<file path="src/rtl/core/capability_bounds_decode_check_assert.svh">
// Assertion macros for the capability bounds decode and check block.
`ifndef CAPABILITY_BOUNDS_DECODE_CHECK_ASSERT_SVH
`define CAPABILITY_BOUNDS_DECODE_CHECK_ASSERT_SVH

// Same-cycle implication, disabled while reset is asserted.
`define CBDC_ASSERT_IMP(label, clk, rst_n, ante, cons) \
    label: assert property (@(posedge clk) disable iff (!rst_n) (ante) |-> (cons)) \
        else $error("capability check assertion failed");

// Next-cycle implication, disabled while reset is asserted.
`define CBDC_ASSERT_NXT(label, clk, rst_n, ante, cons) \
    label: assert property (@(posedge clk) disable iff (!rst_n) (ante) |=> (cons)) \
        else $error("capability check assertion failed");

`endif

</file>
<file path="src/rtl/core/cbdc_pkg.sv">
// Shared types and constants for the capability bounds decode and check block.
package cbdc_pkg;

    localparam logic [63:0] NULL_MASK = 64'h0000_1fff_fc01_8004;

    localparam logic KIND_LOAD  = 1'b0;
    localparam logic KIND_CHECK = 1'b1;

    localparam int unsigned PERM_READ  = 1;
    localparam int unsigned PERM_WRITE = 0;

    typedef struct packed {
        logic [31:0] base_off;
        logic [31:0] top_off;
        logic [1:0]  perm;
    } dec_res_t;

endpackage

</file>
<file path="src/rtl/core/cbdc_decode.sv">
// Two-stage decoder from compressed capability metadata to base and top offsets.
module cbdc_decode (
    input  logic              clk,
    input  logic              load,
    input  logic [63:0]       meta_word,
    input  logic [63:0]       address,
    output cbdc_pkg::dec_res_t res
);
    import cbdc_pkg::*;

    function automatic logic [31:0] region_adj(
        input logic [31:0] a_top,
        input logic [2:0]  a3,
        input logic [2:0]  x3,
        input logic [2:0]  r
    );
        logic a_lo;
        logic x_lo;
        logic [31:0] adj;
        a_lo = (a3 < r);
        x_lo = (x3 < r);
        case ({a_lo, x_lo})
            2'b10:   adj = a_top - 32'd1;
            2'b01:   adj = a_top + 32'd1;
            default: adj = a_top;
        endcase
        return adj;
    endfunction

    logic [63:0] cap;
    logic        ie;
    logic [8:0]  t_hi;
    logic [2:0]  t_e;
    logic [10:0] b_hi;
    logic [2:0]  b_e;
    logic [5:0]  e;
    logic [11:0] tm12;
    logic [13:0] bm;
    logic        carry;
    logic [1:0]  t_top2;
    logic [13:0] tm;
    logic [63:0] sh;
    logic [2:0]  a3;
    logic [31:0] a_top;
    logic [2:0]  r;

    logic [5:0]  e_reg;
    logic [13:0] tm_reg;
    logic [13:0] bm_reg;
    logic [31:0] top_hi_reg;
    logic [31:0] base_hi_reg;
    logic [31:0] addr_lo_reg;
    logic [1:0]  perm_reg;

    logic [6:0]  hi_sh;
    logic [31:0] top_full;
    logic [31:0] base_full;

    always_comb
    begin
        cap    = meta_word ^ NULL_MASK;
        ie     = cap[26];
        t_hi   = cap[25:17];
        t_e    = cap[16:14];
        b_hi   = cap[13:3];
        b_e    = cap[2:0];
        e      = ie ? {t_e, b_e} : 6'd0;
        tm12   = ie ? {t_hi, 3'b000} : {t_hi, t_e};
        bm     = ie ? {b_hi, 3'b000} : {b_hi, b_e};
        carry  = (tm12 < bm[11:0]);
        t_top2 = bm[13:12] + {1'b0, carry} + {1'b0, ie};
        tm     = {t_top2, tm12};
        sh     = address >> (7'(e) + 7'd11);
        a3     = sh[2:0];
        a_top  = sh[34:3];
        r      = bm[13:11] - 3'd1;
    end

    always_ff @(posedge clk)
    begin
        if (load)
        begin
            e_reg       <= e;
            tm_reg      <= tm;
            bm_reg      <= bm;
            top_hi_reg  <= region_adj(a_top, a3, tm[13:11], r);
            base_hi_reg <= region_adj(a_top, a3, bm[13:11], r);
            addr_lo_reg <= address[31:0];
            perm_reg    <= {cap[61], cap[60]};
        end
    end

    always_comb
    begin
        hi_sh     = 7'(e_reg) + 7'd14;
        top_full  = (top_hi_reg << hi_sh) | (32'(tm_reg) << e_reg);
        base_full = (base_hi_reg << hi_sh) | (32'(bm_reg) << e_reg);
        res.base_off = base_full - addr_lo_reg;
        res.top_off  = top_full - addr_lo_reg;
        res.perm     = perm_reg;
    end

endmodule

</file>
<file path="src/rtl/core/capability_bounds_decode_check.sv">
// Capability bounds decoder and access checker with an on-chip slot table.
// The result strobe (done) is registered from the ST_EXEC state after the start is accepted in ST_IDLE.
// A new item is accepted only in ST_IDLE; busy is high while the block is in ST_EXEC.
// Reset: asynchronous active-low; clears control and the sticky fault flag.
// The slot table is not cleared; done is a one-cycle strobe, result outputs hold until the next result.
`include "capability_bounds_decode_check_assert.svh"

module capability_bounds_decode_check #(
    parameter int unsigned CAP_SLOTS = 8
) (
    input  logic               clk,
    input  logic               rst_n,
    input  logic               start,
    output logic               busy,
    input  logic               kind,
    input  logic [2:0]         slot,
    input  logic [63:0]        meta_word,
    input  logic [63:0]        address,
    input  logic [15:0]        word_offset,
    input  logic [2:0]         access_bytes,
    input  logic               is_write,
    output logic               done,
    output logic signed [31:0] base_offset,
    output logic signed [31:0] top_offset,
    output logic               can_read,
    output logic               can_write,
    output logic               allowed,
    output logic               fault_flag
);
    import cbdc_pkg::*;

    localparam int unsigned IDX_W = (CAP_SLOTS > 1) ? $clog2(CAP_SLOTS) : 1;

    typedef enum logic [1:0] {
        ST_IDLE = 2'b01,
        ST_EXEC = 2'b10
    } state_t;

    state_t state_reg, state_next;

    logic             accept;
    logic [IDX_W+2:0] slot_ext;
    logic [IDX_W-1:0] slot_idx;
    logic             slot_ok;

    logic             kind_reg;
    logic             slot_ok_reg;
    logic [IDX_W-1:0] idx_reg;
    logic [15:0]      off_reg;
    logic [2:0]       bytes_reg;
    logic             wr_reg;

    dec_res_t         slot_mem [CAP_SLOTS];
    dec_res_t         rd_data_reg;
    dec_res_t         dec_res;
    logic             mem_we;

    logic [17:0]      lo;
    logic [18:0]      hi;
    logic             base_ok;
    logic             top_ok;
    logic             perm_ok;
    logic             chk_allowed;
    dec_res_t         res_sel;
    logic             allowed_sel;

    logic             done_reg, done_next;
    logic             sticky_reg, sticky_next;
    logic [31:0]      base_offset_reg;
    logic [31:0]      top_offset_reg;
    logic [1:0]       perm_out_reg;
    logic             allowed_reg;

    assign accept   = start && (state_reg == ST_IDLE);
    assign busy     = (state_reg != ST_IDLE);
    assign slot_ext = {{IDX_W{1'b0}}, slot};
    assign slot_idx = slot_ext[IDX_W-1:0];
    assign slot_ok  = (32'(slot) < CAP_SLOTS);

    cbdc_decode u_decode (
        .clk       (clk),
        .load      (accept),
        .meta_word (meta_word),
        .address   (address),
        .res       (dec_res)
    );

    always_ff @(posedge clk)
    begin
        if (accept)
        begin
            kind_reg    <= kind;
            slot_ok_reg <= slot_ok;
            idx_reg     <= slot_idx;
            off_reg     <= word_offset;
            bytes_reg   <= access_bytes;
            wr_reg      <= is_write;
        end
    end

    // Write back a decoded slot; read the addressed slot on accept.
    assign mem_we = (state_reg == ST_EXEC) && (kind_reg == KIND_LOAD) && slot_ok_reg;

    always_ff @(posedge clk)
    begin
        if (mem_we)
        begin
            slot_mem[idx_reg] <= dec_res;
        end
        if (accept)
        begin
            rd_data_reg <= slot_mem[slot_idx];
        end
    end

    always_comb
    begin
        lo          = {off_reg, 2'b00};
        hi          = {1'b0, lo} + {16'd0, bytes_reg};
        base_ok     = ($signed(rd_data_reg.base_off) <= $signed({14'd0, lo}));
        top_ok      = ($signed({13'd0, hi}) <= $signed(rd_data_reg.top_off));
        perm_ok     = wr_reg ? rd_data_reg.perm[PERM_WRITE] : rd_data_reg.perm[PERM_READ];
        chk_allowed = slot_ok_reg && base_ok && top_ok && perm_ok;
        res_sel     = '0;
        allowed_sel = 1'b0;
        case (kind_reg)
            KIND_LOAD:
            begin
                res_sel = dec_res;
            end
            KIND_CHECK:
            begin
                if (slot_ok_reg)
                begin
                    res_sel = rd_data_reg;
                end
                allowed_sel = chk_allowed;
            end
            default:
            begin
                res_sel = '0;
            end
        endcase
    end

    always_comb
    begin
        state_next  = state_reg;
        done_next   = 1'b0;
        sticky_next = sticky_reg;
        case (state_reg)
            ST_IDLE:
            begin
                if (start)
                begin
                    state_next = ST_EXEC;
                end
            end
            ST_EXEC:
            begin
                state_next = ST_IDLE;
                done_next  = 1'b1;
                if ((kind_reg == KIND_CHECK) && !chk_allowed)
                begin
                    sticky_next = 1'b1;
                end
            end
            default:
            begin
                state_next = ST_IDLE;
            end
        endcase
    end

    always_ff @(posedge clk or negedge rst_n)
    begin
        if (!rst_n)
        begin
            state_reg  <= ST_IDLE;
            done_reg   <= 1'b0;
            sticky_reg <= 1'b0;
        end
        else
        begin
            state_reg  <= state_next;
            done_reg   <= done_next;
            sticky_reg <= sticky_next;
        end
    end

    // Hold the result beat for its strobe cycle.
    always_ff @(posedge clk)
    begin
        if (state_reg == ST_EXEC)
        begin
            base_offset_reg <= res_sel.base_off;
            top_offset_reg  <= res_sel.top_off;
            perm_out_reg    <= res_sel.perm;
            allowed_reg     <= allowed_sel;
        end
    end

    assign done        = done_reg;
    assign base_offset = $signed(base_offset_reg);
    assign top_offset  = $signed(top_offset_reg);
    assign can_read    = perm_out_reg[PERM_READ];
    assign can_write   = perm_out_reg[PERM_WRITE];
    assign allowed     = allowed_reg;
    assign fault_flag  = sticky_reg;

    `CBDC_ASSERT_IMP(a_done_idle, clk, rst_n, done, !busy)
    `CBDC_ASSERT_NXT(a_accept_busy, clk, rst_n, start && !busy, busy && !done)
    `CBDC_ASSERT_NXT(a_fault_sticky, clk, rst_n, fault_flag, fault_flag)
    `CBDC_ASSERT_IMP(a_allowed_perm, clk, rst_n, done && allowed, can_read || can_write)
    `CBDC_ASSERT_IMP(a_refused_fault, clk, rst_n, done && (kind_reg == KIND_CHECK) && !allowed, fault_flag)

endmodule

</file>
<file path="config.mk">
export PLATFORM = sky130hd
export DESIGN_NAME = capability_bounds_decode_check
export DESIGN_NICKNAME = d
export VERILOG_FILES = /design/src/rtl/core/cbdc_pkg.sv /design/src/rtl/core/cbdc_decode.sv /design/src/rtl/core/capability_bounds_decode_check.sv
export VERILOG_INCLUDE_DIRS = /design/src /design/src/rtl/core
export SDC_FILE = /design/constraint.sdc
export NUM_CORES = 1
export LEC_CHECK = 0
export BUFFER_PORTS_ARGS = -buffer_cell sky130_fd_sc_hd__buf_2
export CAP_MARGIN = 20
export CORE_UTILIZATION = 46
export CTS_BUF_LIST = sky130_fd_sc_hd__clkbuf_8
export DETAILED_ROUTE_END_ITERATION = 12
export SYNTH_ARGS = -nofsm -noshare
export SYNTH_HDL_FRONTEND = slang
export SYNTH_HIERARCHICAL = 1
export SYNTH_SLANG_ARGS = --single-unit
</file>
<file path="constraint.sdc">
create_clock -name clk -period 8.6 [get_ports clk]
set_input_delay 1.29 -clock clk [delete_from_list [all_inputs] [get_ports clk]]
set_output_delay 1.29 -clock clk [all_outputs]
set_load 0.005 [all_outputs]
</file>
==> Yosys cells after proc, flatten, opt, wreduce, memory -nomap -nowiden <==
Memories as Yosys holds them, arrays and structs flattened. A register that Yosys moved wholly into a read port is not among the register bits.
Index checks and enable logic that the tools add are counted.
{ "totals": {"regBits": 227, "ram_bits": 528, "inputBits": 155, "out_inout_bits": 70, "word_cells": 72, "memories": 1} }
{ "mem_list": {"columns": ["name", "words", "width", "read_ports", "rd_clocked_by_memory_dff", "write_ports", "line_no", "rtl"], "rows": [
  ["slot_mem", 8, 66, 1, 1, 1, "capability_bounds_decode_check.sv:53", "dec_res_t slot_mem [CAP_SLOTS];"]
]} }
{ "op_classes": {"add_sub_neg": 10, "order_cmp": 6, "eq_ne": 8, "shifts": 5, "n_mux": 12, "n_bitwise": 4, "reduce_logical": 7} }
{ "op_table": {"columns": ["cell", "count"], "rows": [
  ["66-bit one-hot mux with 2 select lines", 1],
  ["32-bit one-hot mux with 2 select lines", 2],
  ["32-bit OR", 2],
  ["14-bit by 6-bit left shift with 32-bit output", 2],
  ["32-bit by 7-bit left shift with 32-bit output", 2],
  ["64-bit by 7-bit right shift with 35-bit output", 1],
  ["32-bit subtractor", 2],
  ["32-bit by 1-bit adder with 32-bit output (second input constant)", 1],
  ["20-bit by 32-bit less-or-equal comparator with 1-bit output", 1],
  ["32-bit by 19-bit less-or-equal comparator with 1-bit output", 1],
  ["32-bit by 1-bit subtractor with 32-bit output (second input constant)", 1],
  ["18-bit by 3-bit adder with 19-bit output", 1],
  ["6-bit by 4-bit adder with 7-bit output (second input constant)", 2],
  ["12-bit less-than comparator", 1],
  ["3-bit less-than comparator", 3],
  ["2-bit by 1-bit equality test with 1-bit output (second input constant)", 3],
  ["2-bit equality test (second input constant)", 3],
  ["3-bit two-way mux", 2],
  ["6-bit two-way mux", 1],
  ["1-bit logical AND", 5],
  ["2-bit by 1-bit adder with 2-bit output", 2],
  ["1-bit two-way mux", 4],
  ["2-bit two-way mux", 2],
  ["4-bit NOT", 1],
  ["6 further kinds", 6]
]} }

==> Depth between registers and ports, before layout <==
Gate-level depths: netlist of the first run.
{ "depth": {"word_depth": 8, "ltp_mapped": 30, "depth_no_buf": 25} }

==> Modules after synthesis <==
Netlist of the first run, hierarchy kept.
{ "by_module_without_submodules": {"columns": ["module", "instances", "cells_per_inst", "area_per_inst_um2", "seq_area_each_um2"], "rows": [
  ["capability_bounds_decode_check", 1, 1198, 26760.7, 20671.1],
  ["cbdc_decode", 1, 2638, 20492.2, 3963.8]
]} }

==> Worst setup path after synthesis of the first run <==
No wires, ideal clock.
{ "synth_path": {"path_kind": "register -> register", "start": "register state_reg[1]", "end": "memory slot_mem[0][0] (netlist name), enable pin", "setup_ns": 0.571, "t_arrival_ns": 8.581, "t_required_ns": 8.029, "slack_ns": -0.551, "path_stages_with_launch": 4, "path_buffers": 0, "synth_period_minus_slack_ns": 9.151, "cell_sequence": "dfrtp_1 nor2b_1 nand3_1 nor3_1"} }
{ "synth_between": {"elab_chain_cells": 4} }
{ "synth_rtl": {"columns": ["element", "line_no", "rtl"], "rows": [
  ["from (decl)", "capability_bounds_decode_check.sv:39", "state_t state_reg, state_next;"],
  ["from (signal assigned)", "capability_bounds_decode_check.sv:185", "state_reg <= state_next;"],
  ["2-bit equality test", "capability_bounds_decode_check.sv:102", "assign mem_we = (state_reg == ST_EXEC) && (kind_reg == KIND_LOAD) && slot_ok_reg;"],
  ["1-bit logical AND", "capability_bounds_decode_check.sv:102", null],
  ["1-bit two-way mux", "capability_bounds_decode_check.sv:106", "if (mem_we)"],
  ["1-bit two-way mux (implied by the code)", "capability_bounds_decode_check.sv:108", "slot_mem[idx_reg] <= dec_res;"],
  ["to (decl)", "capability_bounds_decode_check.sv:53", null]
]} }
No other way between the ends.

==> qor.yml, run 1 <==
grt:
  grt_pass1_vias: 33100
  grt_usage_pct: 28.9
  overflow: 0
  antenna_found_initial: 5
  grt_pass1_wl_mm: 221
  grt_max_degree: 108
floorplan:
  initial_core_util_pct: 46.4
  die-height_um: 323
  rows: 117
  die_w_um: 323
  design.die.area_mm2: 0.104
  coreArea_mm2: 0.102
  num_io_pins: 225
clock_network:
  cts_tree: "built"
  clkTransAtPathRegs_ns: 0.06
  root_buffer: "clkbuf_8"
  cts_htree_levels: 4
  clockBufferDepth: 3
  clock_latency_ns: 0.80
  post_cts.repair.setup_buffers: 0
  numClockSinks: 821
  hold_buffers: 0
  cts_resized: 0
  cts_buffers: 131
drt:
  wl_mm: 151
  ant_nets: 0
  dr_total_vias: 34500
  first_pass_iters: 6
  routedWlPerCell_um: 27.6
  drt-initial-drc-count: 3257
  viasPerCell: 6.30
  route.detailed.drc: 0
synth:
  synth_edf_count: 817
  synth-main-ff-cell: "edfxtp_1"
  yosysSeqAreaShare_pct: 52.1
  synth.distinct_cells: 99
  syn-num-nets: 4119
  yosys.area.top_type_share_pct: 51.9
  yosys_warnings: 6
  yosys-top-cells-area: "edfxtp_1, mux4_2, mux2_2, ha_1, mux2i_1"
  synth_top_area_cell: "edfxtp_1"
  syn_area_mm2: 0.0473
  syn_avg_cell_area_um2: 12.3
  synth-seq-cells: 821
  synth-async-reset-ratio_pct: 0.487
  synthCells: 3836
placement:
  place.gp.congestion: 0.994
  portBuffers: 189
  post-place-ws_ns: 1.20
  dp_hpwl_mm: 105
  place_area_mm2: 0.0497
power:
  ir_drop_mv: 0.217
  power_frac_comb_pct: 28.1
  sw_frac_of_total_pct: 33.4
  switching_power_w: 0.00381
  pwr-share-seq_pct: 44.5
  p_leak_nw: 18.5
  p_total_w: 0.0114
  pwr-share-clk_pct: 27.4
  p_int_w: 0.00760
  power_density_mw_per_mm2: 219
sta:
  tightest_slew_ns: 1.15
  finalHoldViolations: 0
  min_period_ns: 6.66
  skew_ns: 0.0445
  final.setup.tns_ns: 0
  fmax_ghz: 0.150
  setup_viol: 0
  fin_ws_ns: 1.94
  report.final.slew_viol_count: 0
  rsz0062_at_grt: "no"
  slew-limit-headroom_pct: 23.2
  min_period_over_period_pct: 77.4
  fin_hold_ws_ns: 0.302
final_layout:
  fill_cells: 8922
  syn2layout_area_growth_pct: 10.4
  ff_latch_area_mm2: 0.0246
  drive_gt1_share_pct: 21.8
  stdcell_area_mm2: 0.0521
  largest_register_ffs: 528
  mostFrequentLayoutCells: "edfxtp_1, nand2_1, nor2_1, buf_2, mux2_2"
  layout_commonest_cell: "edfxtp_1"
  fin_nets: 4287
  multiInputGateArea_mm2: 0.0210
setup_path:
  critPathKind: "reg2reg"
  end_kind: "register"
  reg2reg_setup_slack_ns: 1.94
  start_kind: "register"
  reg2reg_depth: 20
  arrival_ns: 7.30
  r2r_end: "base_offset[31]"
  worstPathMaxFanout: 62
  reg2reg_from: "u_decode/e_reg[1]"
  critical_path_required_ns: 9.25
job:
  drv_cap: 0
run_status:
  outcome: "finished, final reports clean"
worst_hold_path:
  hold_path_class: "in2async"
==> power groups by stage <==
stage	logic, W	registers, W	clock network [W]
after floorplan	0.00207	0.00512	0
after detailed placement	0.00315	0.00516	0
after CTS	0.00317	0.00508	0.00320
after global routing	0.00345	0.00509	0.00337
final	0.00321	0.00508	0.00313
after global placement	0.00314	0.00516	0
==> critical path, stage by stage (launching register included) <==
cell,delay (ns)
edfxtp_1,0.39
buf_4,0.55
buf_4,0.74
mux4_2,0.59
nand2_1,0.15
nor2_1,0.06
a21oi_1,0.32
nand2_1,0.09
o21ai_0,0.14
o22ai_1,0.18
ha_1,0.40
nand3_1,0.13
nor3_1,0.37
o21ai_0,0.28
a21oi_1,0.31
o221ai_1,0.30
o211a_1,0.30
o21bai_1,0.13
a21oi_1,0.10
xnor2_1,0.62
mux2_2,0.32
==> logic make-up after synthesis <==
| logic type | share of synthesized area, % |
|---|---|
| fa+ha+maj | 3.44 |
| buf+inv | 3.70 |
| simple gates | 10.1 |
| xor+xnor | 1.41 |
| mux | 15.7 |
| compound gates | 13.5 |
| flops | 52.1 |
==> metal layers <==
layer	vias to the layer above	global-route usage [%]	part of all wire (%)	wire (µm)
li1	15500	-	-	-
met1	17300	38.5	42	64000
met2	1435	46.6	47	70900
met3	301	3.87	5.6	8510
met4	0	13.9	5.1	7690
met5	-	0	0	0
==> cell type report <==
type                            instances  area share, %
Sequential cell                       821           47.2
Tap cell                             1368           3.28
Clock inverter                        104           1.18
Multi-Input combinational cell       2603           40.2
Inverter                              147           1.07
Timing Repair Buffer                  300           3.48
Antenna cell                            3         0.0144
Clock buffer                          132           3.48
==> how the worst max path moves through the flow <==
stage / startpoint / end / slack (ns) / depth (start not counted)
final: u_decode/e_reg[1] / base_offset[31] / 1.94 / 20
after global routing: u_decode/e_reg[1] / base_offset[31] / 1.43 / 20
after CTS: u_decode/e_reg[1] / base_offset[31] / 2.02 / 20
after detailed placement: meta_word[26] / u_decode/top_hi_reg[21] / 1.20 / 25
after global placement: meta_word[26] / u_decode/top_hi_reg[21] / 1.22 / 25
after floorplan: state_reg[1] / slot_mem[6][0] / 1.16 / 3
==> synthesized netlist by cell type, types with 40 or more instances <==
cell and instances:
clkbuf_1 160, nor2_1 257, nand2_1 281, a211oi_1 40
a22oi_1 44, o21ai_0 162, buf_2 46, inv_1 132
o21a_1 41, mux4_2 174, a21oi_1 157, o211ai_1 52
nand3_1 107, xnor2_1 61, edfxtp_1 817, mux2i_1 142
mux2_2 182, nor3_1 54, ha_1 125, o22ai_1 73
==> through the flow <==
step / cells / utilization (%)
after global placement: 5237 / 48.8
after CTS: 5474 / 51.2
after global routing: 5478 / 51.3
after detailed placement: 5238 / 48.8
final: 5478 / 51.3
after floorplan: 3836 / -
Note: power is estimated with default switching activity, not from simulation.
==> run 2: changes to the inputs <==
--- a/config.mk
+++ b/config.mk
@@ -6,6 +6,7 @@
 export SDC_FILE = /design/constraint.sdc
 export NUM_CORES = 1
 export LEC_CHECK = 0
+export ABC_AREA = 1
 export BUFFER_PORTS_ARGS = -buffer_cell sky130_fd_sc_hd__buf_2
 export CAP_MARGIN = 20
 export CORE_UTILIZATION = 46
==> constraint.sdc (replaced) <==
create_clock -name clk -period 6.2 [get_ports clk]
set_input_delay 0.93 -clock clk [delete_from_list [all_inputs] [get_ports clk]]
set_output_delay 0.93 -clock clk [all_outputs]
set_load 0.005 [all_outputs]
==> qor.yml, run 2 <==
run_status:
  outcome: "finished, final reports clean"
setup_path:
  start_kind: "register"
  critPathKind: "reg2reg"
  crit_slowest_cell: "xor2_1"
  worstPathMaxFanout: 14  # -77%
  cp_cell_sequence: "nor2_1 > nand2_1 > nand3_2 > inv_1 > nor2_1 > nand2_1 > o21ai_1 > nand2_1 > o21ai_1 > and2_1 > nand2_1 > o21ai_0 > ha_1 > a31oi_1 > o21ai_0 > a21boi_0 > o21ai_0 > buf_4 > a21boi_0 > o21ai_0 > xor2_1 > nand2_1 > o21ai_0"
  critical_path_required_ns: 6.80  # -2.45 ns
  worst-path-buf-inv: 2  # unchanged
  max_stage_delay_ns: 0.61  # -0.13 ns
  arrival_ns: 6.25  # -1.05 ns
  crit_family: "compound AO/OA/AOI/OAI gates"
  end_kind: "register"
synth:
  synth.top_cells.by_count: "nand2_1, edfxtp_1, nor2_1"
  synth-main-ff-cell: "edfxtp_1"
  yosys_warnings: 6  # unchanged
  synthCells: 5540  # +44%
  yosys.area.top_type_share_pct: 51.6  # -0.32 points
  syn_area_mm2: 0.0475  # +0.61%
  yosysSeqAreaShare_pct: 51.8  # -0.32 points
  synth-async-reset-ratio_pct: 0.487  # unchanged
  yosys-top-cells-area: "edfxtp_1, nand2_1, nand3_1, o21ai_0, nor2_1"
  synth-seq-cells: 821  # unchanged
  post-synth-top-count-cell: "nand2_1"
  synth.distinct_cells: 63  # -36%
  syn-num-nets: 5823  # +41%
  synth_edf_count: 817  # unchanged
  syn_avg_cell_area_um2: 8.58  # -30%
  synth_top_area_cell: "edfxtp_1"
sta:
  min_period_over_period_pct: 91.1  # +14 points
  min_period_ns: 5.65  # -1.01 ns
  fin_hold_ws_ns: 0.307  # +0.00527 ns
  report.final.slew_viol_count: 0  # unchanged
  rsz0062_at_grt: "no"
  skew_ns: 0.0415  # -0.00294 ns
  tightest_slew_ns: 1.17  # +0.0243 ns
  final.setup.tns_ns: 0  # unchanged
  setup_viol: 0  # unchanged
  fmax_ghz: 0.177  # +18%
  slew-limit-headroom_pct: 21.1  # -2.0 points
  finalHoldViolations: 0  # unchanged
placement:
  place_area_mm2: 0.0498  # +0.13%
  dp_cells: 6903  # +32%
  place.gp.congestion: 1.02  # +2.4%
  dp_hpwl_mm: 112  # +7.0%
  portBuffers: 189  # unchanged
final_layout:
  syn2layout_area_growth_pct: 9.61
  stdcell_area_mm2: 0.0521  # about the same
  largest_register_ffs: 528  # unchanged
  mostFrequentLayoutCells: "nand2_1, edfxtp_1, nor2_1, nand3_1, o21ai_0"
  instances_no_fill: 7137  # +30%
  drive_gt1_share_pct: 9.80  # -12 points
  fin_nets: 5954  # +39%
  layout_commonest_cell: "nand2_1"
  final_util_pct: 51.0  # -0.25 points
worst_hold_path:
  hold_path_class: "in2reg"
clock_network:
  post_cts.repair.setup_buffers: 0  # unchanged
  hold_buffers: 1  # +1
  clockBufferDepth: 3  # unchanged
  numClockSinks: 821  # unchanged
  clkTransAtPathRegs_ns: 0.06  # about the same
  cts_buffers: 132  # +0.76%
  root_buffer: "clkbuf_8"
  cts_resized: 0  # unchanged
  clock_latency_ns: 0.81  # about the same
  cts_tree: "built"
  cts_htree_levels: 4  # unchanged
grt:
  grt_usage_pct: 30.4  # +1.5 points
  antenna_found_initial: 4  # -1
  grt_max_degree: 162  # +50%
  grt_pass1_vias: 37500  # +13%
  overflow: 0  # unchanged
  grt_pass1_wl_mm: 237  # +7.0%
power:
  power_frac_comb_pct: 29.4  # +1.3 points
  p_leak_nw: 20.8  # +13%
  p_int_w: 0.0103  # +35%
  power_density_mw_per_mm2: 306  # +40%
  switching_power_w: 0.00566  # +49%
  sw_frac_of_total_pct: 35.5  # +2.1 points
  pwr-share-seq_pct: 44.3  # -0.2 points
  ir_drop_mv: 0.159  # -27%
  pwr-share-clk_pct: 26.3  # -1.1 points
drt:
  route.detailed.drc: 0  # unchanged
  dr_total_vias: 40500  # +17%
  wl_mm: 161  # +6.6%
  ant_nets: 0  # unchanged
  routedWlPerCell_um: 22.6  # -18%
  drt-initial-drc-count: 3785  # +16%
  first_pass_iters: 6  # unchanged
  viasPerCell: 5.67  # -9.9%
job:
  drv_cap: 0  # unchanged
floorplan:
  coreArea_mm2: 0.102  # +0.43%
  die_w_um: 323  # +0.30%
  num_io_pins: 225  # unchanged
  rows: 117  # unchanged
  initial_core_util_pct: 46.5  # +0.083 points
  design.die.area_mm2: 0.105  # +0.61%
  die-height_um: 323  # +0.30%
## run 2: cell count changes after synthesis, sizes merged, moves of 185 or more
cell / change
inv: +198
o21ai: +476
nand3: +505
nand2: +1057
mux2: -185
nor2: +478
## run 2: per-stage QoR
| step | setup slack [ns] | total power (W) |
|---|---|---|
| after global routing | 0.0393 | 0.0167 |
| final | 0.554 | 0.0160 |
| after global placement | 0.646 | 0.0118 |
| after CTS | 0.606 | 0.0160 |
| after detailed placement | 0.594 | 0.0118 |
| after floorplan | 0.296 | 0.0100 |
## run 2: area by class of cell
class,instances,area [µm²]
clock buffer,136,1870
multi-input combinational,4066,20100
antenna,3,7.51
tap,1368,1710
inverter,343,1310
sequential,821,24600
timing repair buffer,307,1990
clock inverter,93,449
fill,9895,50100
## run 2: final timing paths
kind	startpoint	endpoint	slack, ns	cells after the start
min in group asynchronous	rst_n	fault_flag	0.47	2
max in group asynchronous	rst_n	state_reg[0]	5.53	2
worst min-delay path	kind	kind_reg	0.31	1
worst min register to register	fault_flag	fault_flag	0.46	2
worst max register to register	u_decode/e_reg[1]	top_offset[19]	0.55	23
worst max-delay path	u_decode/e_reg[1]	top_offset[19]	0.55	23
## run 2: power groups by stage
stage	logic (W)	registers, W	clock network, W
5_1_grt	0.00513	0.00709	0.00452
3_5_place_dp	0.00462	0.00718	0
4_1_cts	0.00464	0.00707	0.00430
3_3_place_gp	0.00461	0.00718	0
2_1_floorplan	0.00288	0.00716	0
6_report	0.00469	0.00707	0.00420
## run 2: logic make-up after synthesis
logic type	synth area share (%)
simple gates	24.2
compound gates	12.3
flops	51.8
buf+inv	6.01
fa+ha+maj	3.42
xor+xnor	1.66
mux	0.547
## run 2: layer usage
metal	up-vias	global-route usage [%]	part of all wire [%]
li1	19500	-	-
met5	-	0	0.0081
met4	2	15.9	5.2
met3	312	3.42	5.6
met2	1536	49.9	47
met1	19200	39.5	42
